<file path="src/mra_pkg.sv">
// shared constants, types and helpers for the multichannel ring average block
// no dependencies; imported by mra_div and multichannel_ring_average_top
package mra_pkg;

   // block sizing
   localparam int CHANNELS    = 5;
   localparam int CHAN_W      = 3;
   localparam int MAX_DEPTH   = 256;
   localparam int IDX_W       = 8;
   localparam int DEPTH_W     = 9;
   localparam int SAMPLE_BITS = 16;
   localparam int STORE_DEPTH = CHANNELS * MAX_DEPTH;
   localparam int ADDR_W      = CHAN_W + IDX_W;

   // a drain stops after this many reads even if the indices never meet
   localparam int GUARD_LIMIT = MAX_DEPTH + 2;
   localparam int CNT_W       = 9;
   localparam int SUM_W       = SAMPLE_BITS + CNT_W;
   localparam int STEP_W      = 5;

   // stream payload widths
   localparam int REQ_DATA_W  = 24;
   localparam int RSP_DATA_W  = 24;
   localparam int CSR_IDX_W   = 3;
   localparam int INV_W       = 5;

   // command codes carried on req_tuser
   localparam logic CMD_STORE = 1'b0;
   localparam logic CMD_FLUSH = 1'b1;

   // configuration register indexes
   localparam logic [CSR_IDX_W-1:0] CSR_DEPTH0 = 3'd0;
   localparam logic [CSR_IDX_W-1:0] CSR_INVERT = 3'd5;

   // reset values of the configuration registers
   localparam logic [DEPTH_W-1:0] DEPTH_RESET [CHANNELS] = '{
      9'd56, 9'd241, 9'd5, 9'd5, 9'd5
   };
   localparam logic [INV_W-1:0] INVERT_RESET = 5'd3;

   // inversion base for channels flagged in the invert mask
   localparam logic [SAMPLE_BITS-1:0] INVERT_BASE = SAMPLE_BITS'(4096);

   localparam logic [DEPTH_W-1:0] DEPTH_MIN = 9'd2;
   localparam logic [DEPTH_W-1:0] DEPTH_MAX = DEPTH_W'(MAX_DEPTH);

   // divider status toward the sequencer
   typedef struct packed {
      logic busy;
      logic done;
   } div_status_type;

   // clamp a programmed depth into the legal ring size range
   function automatic logic [DEPTH_W-1:0] eff_depth(input logic [DEPTH_W-1:0] d);
      logic [DEPTH_W-1:0] r;
      r = d;
      if (d < DEPTH_MIN) begin
         r = DEPTH_MIN;
      end else if (d > DEPTH_MAX) begin
         r = DEPTH_MAX;
      end
      return r;
   endfunction

endpackage

</file>
<file path="src/mra_div.sv">
// shared restoring divider, one quotient bit per cycle
// depends on mra_pkg; used for block averages and for out-of-range index wraps
module mra_div (
   input  logic                         clock,
   input  logic                         reset,
   input  logic                         start,
   input  logic [mra_pkg::SUM_W-1:0]    dividend,
   input  logic [mra_pkg::CNT_W-1:0]    divisor,
   output logic [mra_pkg::SUM_W-1:0]    quotient,
   output logic [mra_pkg::CNT_W-1:0]    remainder,
   output mra_pkg::div_status_type      status
);
   import mra_pkg::*;

   logic                busy_ff;
   logic                done_ff;
   logic [STEP_W-1:0]   step_ff;
   logic [SUM_W-1:0]    quo_ff;
   logic [CNT_W-1:0]    rem_ff;
   logic [CNT_W-1:0]    dsr_ff;

   logic [CNT_W:0]      trial;
   logic [CNT_W:0]      trial_sub;
   logic                trial_ge;

   // one restoring step
   assign trial     = {rem_ff, quo_ff[SUM_W-1]};
   assign trial_ge  = trial >= {1'b0, dsr_ff};
   assign trial_sub = trial - {1'b0, dsr_ff};

   // control
   always_ff @(posedge clock) begin
      if (reset) begin
         busy_ff <= 1'b0;
         done_ff <= 1'b0;
         step_ff <= '0;
      end else begin
         done_ff <= 1'b0;
         if (start) begin
            busy_ff <= 1'b1;
            step_ff <= STEP_W'(SUM_W - 1);
         end else if (busy_ff) begin
            if (step_ff == '0) begin
               busy_ff <= 1'b0;
               done_ff <= 1'b1;
            end else begin
               step_ff <= step_ff - 1'b1;
            end
         end
      end
   end

   // datapath
   always_ff @(posedge clock) begin
      if (start) begin
         quo_ff <= dividend;
         rem_ff <= '0;
         dsr_ff <= divisor;
      end else if (busy_ff) begin
         quo_ff <= {quo_ff[SUM_W-2:0], trial_ge};
         rem_ff <= trial_ge ? trial_sub[CNT_W-1:0] : trial[CNT_W-1:0];
      end
   end

   assign quotient    = quo_ff;
   assign remainder   = rem_ff;
   assign status.busy = busy_ff;
   assign status.done = done_ff;

endmodule

</file>
<file path="config.mk">
export PLATFORM = sky130hd
export DESIGN_NAME = mra_div
export DESIGN_NICKNAME = d
export VERILOG_FILES = /design/src/mra_pkg.sv /design/src/mra_div.sv
export SDC_FILE = /design/constraint.sdc
export NUM_CORES = 1
export LEC_CHECK = 0
export ABC_AREA = 1
export BUFFER_PORTS_ARGS = -buffer_cell sky130_fd_sc_hd__buf_2
export CORE_UTILIZATION = 56
export CTS_CLUSTER_DIAMETER = 30
export DETAILED_ROUTE_END_ITERATION = 7
export MAX_ROUTING_LAYER = met4
export PLACE_DENSITY = 0.85
export SYNTH_ARGS = -nofsm -noshare
export SYNTH_HDL_FRONTEND = slang
export SYNTH_SLANG_ARGS = --single-unit
export TNS_END_PERCENT = 1
</file>
<file path="constraint.sdc">
create_clock -name clock -period 3.1 [get_ports clock]
set_input_delay 0.31 -clock clock [delete_from_list [all_inputs] [get_ports clock]]
set_output_delay 0.31 -clock clock [all_outputs]
set_load 0.01 [all_outputs]
</file>
==> results.toml, run 1 <==
[worst_setup_path]
crit_slowest_cell = "fa_1"
crit_type = "flip-flop to flip-flop"
crit_path_end_kind = "flip-flop"
cp_top_family = "simple AND/OR/NAND/NOR gates"
cp_max_fo = 12
path_cells = "inv_1 > ha_1 > inv_1 > fa_1 > nand2_1 > nand3_2 > nand2_2 > nand2_2 > nand2_1 > nand3_1 > o21ai_1"
worst-path-buf-inv = 2
required_ps = 3330
cp-start-kind = "flip-flop"
cpPeakStageDelay_ps = 410
crit_arrival_ps = 2270

[final_layout]
antenna_cells = 0
drive_gt1_share_pct = 23.7
final_area_mm2 = 0.00305
fill_cells = 354
final_nets = 431
regArea_mm2 = 0.00134
final_cell_mix = "nand2_1, buf_2, inv_1"
area_delta_synth_final_pct = 18.3
final_cells = 436
multiInputGateArea_mm2 = 0.00101
final_common_cell = "nand2_1"

[clocking]
clk_latency_ps = 300
path_clk_slew_ps = 100
cts_buffer_depth = 2
cts_root_buf = "clkbuf_8"
cts_buffers = 5
postCtsSetupRepairBufs = 0
holdBufCountCts = 0
cts_resized = 0
h-tree-depth = 2
cts_tree = "built"
clock-sinks = 50

[yosys]
yosysSeqAreaShare_pct = 52.0
yosys_most_used_dff = "edfxtp_1"
syn_inst = 312
synth_area_leaders = "edfxtp_1, nand2_1, dfxtp_1, inv_1, nand3_1"
syn_area_mm2 = 0.00258
avgSynthCellArea_um2 = 8.27
yosys.area.top_type = "edfxtp_1"
synth_seq_cells = 50
syn_nets = 360
yosys_warnings = 0
synth_edf_count = 34
netlist-cell-type-count = 26
async_flop_share_pct = 0
synth.top_cell.area_share_pct = 39.6

[sta]
fin_ws_ps = 1060
finalMaxSlewViolations = 0
post-route-min-period_ps = 2040
clock_skew_ps = 7.28
finalSetupTns_ps = 0
worst_pin_slew_ps = 825
hold_viol_final = 0
period_share_pct = 65.8
rsz0062_at_grt = "false"
max_freq_mhz = 491
relSlewSlack_pct = 44.9
setup_viol = 0

[grt]
grt_pass1_vias = 1991
grt_usage_pct = 23.0
grt-ovfl-total = 0
antenna_found_initial = 0
grt_max_degree = 37
grt_pass1_wl_mm = 8.66

[floorplanning]
rows = 24
die_w_um = 69.9
dieArea_mm2 = 0.00488
coreArea_mm2 = 0.00438
start_util_pct = 58.9
io_pins = 73
die_y_um = 69.9

[route]
vias_per_cell = 5.10
first_pass_iters = 4
highest_layer = "met4"
route.met3.wl_um = 236
wire_per_inst_um = 12.4
drt-initial-drc-count = 135
vias = 2223
met1_length_mm = 2.33
drt_wl_total_mm = 5.41
wl_met2_mm = 2.74
drc = 0
ant_nets = 0

[power_and_ir_drop]
vdd_drop_max_uv = 405
power_density_mw_per_mm2 = 478
total_power_mw = 1.46
p_leak_nw = 1.62

[place]
dp_slack_ps = 1150
gp_congestion = 0.867
post-dp-hpwl_mm = 3.87
place_area_mm2 = 0.00296
port_buffers = 72
dp_cells = 428

[run_status]
status = "completed"

[flow_run]
max_cap_violations = 0

[worst_hold_path]
hold_path.class = "input port to flip-flop"
==> worst register-to-register path: cells and delay by family, from the launching register on <==
family                     cells  cell delay (ps)
and+or+nand+nor                6              780
buffers and inverters          2              140
AOI/OAI and AO/OA              1              100
DFF                            1              390
adders and majority gates      2              550
==> area by class of cell <==
| type | count | area share [%] |
|---|---|---|
| clock inverters | 3 | 0.943 |
| inverters | 43 | 5.29 |
| flip-flops and latches | 50 | 43.9 |
| multi-input cells | 209 | 33.2 |
| repair buffers | 74 | 12.3 |
| clock buffers | 5 | 2.25 |
| well taps | 52 | 2.13 |
==> flip-flops by register name, summed over array words and instances, names as in the netlist <==
name       flops
quotient      25
busy_ff        1
dsr_ff         9
remainder      9
step_ff        5
done_ff        1
==> kinds of logic after synthesis <==
kind of cell | after synthesis | synth area share [%]
AO/OA/AOI/OAI | 17 | 3.54
adder cells (fa/ha/maj) | 11 | 5.62
AND/OR/NAND/NOR | 178 | 29.0
buffers and inverters | 53 | 8.82
XOR/XNOR | 3 | 1.02
flip-flops | 50 | 52.0
==> worst paths after layout <==
path,startpoint,end,slack (ps),cells after the start
setup / recovery,quotient[24]$_DFFE_PP_,remainder[0]$_SDFFE_PP0P_,1060,11
hold reg to reg,step_ff[4]$_SDFFE_PP0P_,step_ff[4]$_SDFFE_PP0P_,470,2
setup reg to reg,quotient[24]$_DFFE_PP_,remainder[0]$_SDFFE_PP0P_,1060,11
hold / removal,divisor[8],dsr_ff[8]$_DFFE_PP_,180,1
==> metrics by stage <==
step                      util [%]  hold slack, ps
after floorplan                  -             379
after global placement        67.4             449
after detailed placement      67.4             458
after CTS                     69.6             171
after global routing          69.6             160
final                         69.6             178
==> where the power goes <==
part	internal [mW]	switching (mW)
combinational	0.100	0.155
clock	0.169	0.234
sequential	0.775	0.0265
total	1.04	0.416
==> routing by layer <==
layer / vias up / GRT usage, %
li1: 1136 / -
met1: 1011 / 27.4
met2: 66 / 39.6
met3: 10 / 4.18
met4: 0 / 7.33
met5: - / -
==> cell usage after synthesis (2+ instances only) <==
| library cell | instances |
|---|---|
| o21ai_1 | 2 |
| buf_2 | 2 |
| edfxtp_1 | 34 |
| o21ai_0 | 4 |
| a21oi_1 | 8 |
| nor3_1 | 3 |
| nand2_1 | 125 |
| ha_1 | 10 |
| nand2_2 | 4 |
| inv_1 | 43 |
| nand3b_1 | 3 |
| buf_6 | 2 |
| nor2_2 | 4 |
| dfxtp_1 | 16 |
| nor2_1 | 9 |
| clkbuf_1 | 3 |
| xnor2_1 | 3 |
| nand4_1 | 2 |
| nand3_1 | 26 |
| buf_4 | 3 |
(Power assumes the default switching activity.)
==> run 2: changes to the inputs <==
Settings changed: CORE_UTILIZATION 56 to 52, PLACE_DENSITY 0.85 to 0.8.
Clock period 3.1 ns to 2 ns, I/O delays scaled along.
==> run 2 against run 1 <==
Compared with the run above: hold slack worse by 120 ps; power up 57%; first-iteration DRC count up 4.4%; critical path depth down 2; setup slack worse by 950 ps; clock skew up 0.86 ps; global-route usage down 0.86 points; non-clock buffer count up 9; cell count up 5.5%; sequential power up 55%; combinational power up 61%; routed wire length up 4.3%; largest power group unchanged.
==> results.toml, run 2 (synthesis results as in run 1) <==
[run_status]
status = "completed"

[floorplanning]
rows = 25
coreArea_mm2 = 0.00475
die_y_um = 72.5
die_w_um = 72.5
dieArea_mm2 = 0.00525
io_pins = 73
start_util_pct = 54.3

[final_layout]
fill_cells = 418
final_common_cell = "nand2_1"
regArea_mm2 = 0.00134
final_nets = 440
final_cells = 460
final_cell_mix = "nand2_1, buf_2, inv_1"
multiInputGateArea_mm2 = 0.00102
antenna_cells = 0
drive_gt1_share_pct = 25.7
area_delta_synth_final_pct = 22.7
largest_reg_flops = 25

[route]
vias = 2233
vias_per_cell = 4.85
drt-initial-drc-count = 141
wire_per_inst_um = 12.3
first_pass_iters = 4
ant_nets = 0
drt_wl_total_mm = 5.64
drc = 0

[power_and_ir_drop]
total_power_mw = 2.29
p_leak_nw = 1.68
vdd_drop_max_uv = 572
power_density_mw_per_mm2 = 722

[clocking]
h-tree-depth = 2
clock-sinks = 50
cts_root_buf = "clkbuf_8"
cts_tree = "built"
cts_buffers = 5
clk_latency_ps = 310
path_clk_slew_ps = 100
holdBufCountCts = 0
cts_buffer_depth = 2

[place]
port_buffers = 72
gp_congestion = 0.884
dp_cells = 447
post-dp-hpwl_mm = 3.90

[grt]
antenna_found_initial = 0
grt-ovfl-total = 0
grt_pass1_vias = 1950
grt_usage_pct = 22.1
grt_pass1_wl_mm = 8.58
grt_max_degree = 30

[sta]
clock_skew_ps = 8.15
period_share_pct = 94.3
worst_pin_slew_ps = 847
relSlewSlack_pct = 43.5
finalMaxSlewViolations = 0
post-route-min-period_ps = 1890
hold_viol_final = 0
setup_viol = 0
max_freq_mhz = 530

[worst_setup_path]
required_ps = 2030
cp-start-kind = "flip-flop"
crit_arrival_ps = 1920
crit_path_end_kind = "flip-flop"
cp_max_fo = 6
crit_type = "flip-flop to flip-flop"

[worst_hold_path]
hold_path.class = "input port to flip-flop"

[flow_run]
max_cap_violations = 0
## run 2: path summary, 6_finish.rpt
kind                           startpoint                      end  slack, ps  depth (start not counted)
setup / recovery   quotient[24]$_DFFE_PP_    quotient[0]$_DFFE_PP_        110                          9
hold / removal                 divisor[3]      dsr_ff[3]$_DFFE_PP_         60                          1
setup reg to reg   quotient[24]$_DFFE_PP_    quotient[0]$_DFFE_PP_        110                          9
hold reg to reg   step_ff[4]$_SDFFE_PP0P_  step_ff[4]$_SDFFE_PP0P_        470                          2
## run 2: metrics by stage
stage	worst slack, ps	TNS [ps]	utilization, %	instance area [um^2]	hold WS (ps)
final	115	0	66.6	3170	63.0
after global routing	-6.47	-11.4	66.6	3170	47.9
after CTS	50.9	0	65.4	3110	57.2
after detailed placement	-1.28	-1.28	63.2	3000	379
after global placement	88.3	0	63.2	3000	376
after floorplan	173	0	-	2580	269
## run 2: what timing repair did
item | in CTS | in global routing
resized for setup | 1 | 2
setup endpoints to repair | 7 | 8
setup buffers | 0 | 5
## run 2: metal layers
metal	vias to the layer above	GRT usage (%)	routed length (um)
li1	1152	-	-
met5	-	-	0
met2	66	35.2	2810
met3	10	5.14	226
met1	1005	27.6	2520
met4	0	8.28	89
## run 2: layout make-up
cell class	count	area share (%)
multi-input cells	209	32.4
well taps	67	2.65
clock buffers	6	2.61
inverters	43	5.10
flip-flops and latches	50	42.4
clock inverters	2	0.553
repair buffers	83	14.4
## run 2: worst max-delay path, cell delays in order, from the launching register on
cell and delay, ps:
edfxtp_1 410, inv_1 90, ha_1 140, inv_1 60, fa_2 370, nand2_1 110
nand3_2 100, nand2_4 130, buf_4 140, a31oi_1 60
## run 2: power by group
group | internal, mW | switching [mW] | total (mW)
logic | 0.166 | 0.245 | 0.411
clock network | 0.285 | 0.349 | 0.635
registers | 1.20 | 0.0408 | 1.24
==> run 3: changes to the inputs <==
Settings changed: BUFFER_PORTS_ARGS -buffer_cell sky130_fd_sc_hd__buf_2 to -buffer_cell sky130_fd_sc_hd__clkbuf_2.
==> run 3 against run 2 <==
Compared with the run above: clock skew barely moved; clock-buffer cell count is the same; register-to-register slack about the same; sequential share of layout area grew 0.17 points; largest power group unchanged; highest routed layer unchanged.
==> results.toml, run 3 (synthesis results as in run 1) <==
[sta]
rsz0062_at_grt = "false"
hold_viol_final = 0
period_share_pct = 94.4
relSlewSlack_pct = 63.3
max_freq_mhz = 530
finalMaxSlewViolations = 0
clock_skew_ps = 7.70
worst_pin_slew_ps = 546
post-route-min-period_ps = 1890
setup_viol = 0

[clocking]
cts_root_buf = "clkbuf_8"
path_clk_slew_ps = 90
cts_buffers = 5
cts_tree = "built"
cts_buffer_depth = 2
clk_latency_ps = 310
holdBufCountCts = 0
clock-sinks = 50
h-tree-depth = 2

[place]
dp_cells = 447
post-dp-hpwl_mm = 4.07
port_buffers = 72
place_area_mm2 = 0.00302
gp_congestion = 0.896

[worst_setup_path]
crit_path_end_kind = "flip-flop"
cpPeakStageDelay_ps = 440
cp-start-kind = "flip-flop"
critPathMostFrequentCell = "nand2_4"
crit_slowest_cell = "nor3_1"
crit_arrival_ps = 2070
cp_max_fo = 8
crit_type = "flip-flop to flip-flop"
path_cells = "inv_1 > ha_1 > nand2_2 > nor3_1 > nand2_4 > nand2_4 > nand2_1 > nand3_1 > o21ai_0"
required_ps = 2180

[final_layout]
regArea_mm2 = 0.00134
multiInputGateArea_mm2 = 0.00103
final_common_cell = "nand2_1"
fill_cells = 398
final_cells = 457
final_nets = 437
area_delta_synth_final_pct = 22.2
final_cell_mix = "nand2_1, clkbuf_2, inv_1"
final_area_mm2 = 0.00315
antenna_cells = 0
largest_reg_flops = 25
drive_gt1_share_pct = 24.9

[floorplanning]
dieArea_mm2 = 0.00525
start_util_pct = 54.3
die_y_um = 72.5
rows = 25
die_w_um = 72.5
io_pins = 73
coreArea_mm2 = 0.00475

[grt]
antenna_found_initial = 0
grt_pass1_wl_mm = 8.64
grt_max_degree = 30
grt_pass1_vias = 1888
grt-ovfl-total = 0
grt_usage_pct = 22.3

[power_and_ir_drop]
power_density_mw_per_mm2 = 755
vdd_drop_max_uv = 507
p_leak_nw = 1.67

[route]
drc = 0
ant_nets = 0
drt-initial-drc-count = 146
drt_wl_total_mm = 5.64
vias = 2220
vias_per_cell = 4.86
first_pass_iters = 4
wire_per_inst_um = 12.3

[flow_run]
max_cap_violations = 0

[run_status]
status = "completed"

[worst_hold_path]
hold_path.class = "input port to flip-flop"
run 3: routing by layer:
| metal | wire length (um) | GRT usage [%] |
|---|---|---|
| met4 | 86 | 7.63 |
| met1 | 2370 | 28.4 |
| met2 | 2880 | 35.8 |
| met3 | 310 | 4.44 |
| met5 | 0 | - |
run 3: cell type report:
cell class / count / area share (%)
Clock inverter: 2 / 1.23
Sequential cell: 50 / 42.5
Tap cell: 67 / 2.66
Timing Repair Buffer: 79 / 13.5
Clock buffer: 6 / 2.30
Inverter: 43 / 5.12
Multi-Input combinational cell: 210 / 32.7
run 3: what timing repair did:
item,CTS,global route
hold endpoints to repair,0,0
gates resized for setup,1,2
setup buffers,0,1
cloned,0,1
endpoints found under the setup margin,4,8
run 3: worst max-delay path, delay by kind of cell (launching register included):
| family | cells | cell delay, ps |
|---|---|---|
| fa+ha+maj | 1 | 310 |
| buf+inv | 1 | 50 |
| simple gates | 6 | 960 |
| flops | 1 | 360 |
| compound gates | 1 | 80 |
run 3: through the flow:
| step | utilization (%) | total power, mW | hold WS (ps) | setup WS, ps | setup TNS, ps |
|---|---|---|---|---|---|
| floorplan | - | 1.51 | 269 | 173 | 0 |
| global placement | 63.4 | 1.66 | 377 | 80.6 | 0 |
| detailed placement | 63.4 | 1.67 | 379 | -9.82 | -9.82 |
| CTS | 65.9 | 2.39 | 58.6 | 48.7 | 0 |
| global route | 66.3 | 2.49 | 51.5 | 18.0 | 0 |
| finish | 66.3 | 2.38 | 63.5 | 113 | 0 |
run 3: path summary, 6_finish.rpt:
check	depth (start not counted)	to	start	slack [ps]
max reg2reg	9	remainder[4]$_SDFFE_PP0P_	dsr_ff[6]$_DFFE_PP_	110
min reg2reg	2	step_ff[4]$_SDFFE_PP0P_	step_ff[4]$_SDFFE_PP0P_	480
min	1	dsr_ff[2]$_DFFE_PP_	divisor[2]	60
max	9	remainder[4]$_SDFFE_PP0P_	dsr_ff[6]$_DFFE_PP_	110
run 3: where the power goes:
group / total, mW / switching [mW] / internal, mW
combinational: 0.409 / 0.244 / 0.165
sequential: 1.25 / 0.0444 / 1.20
clock: 0.726 / 0.350 / 0.376
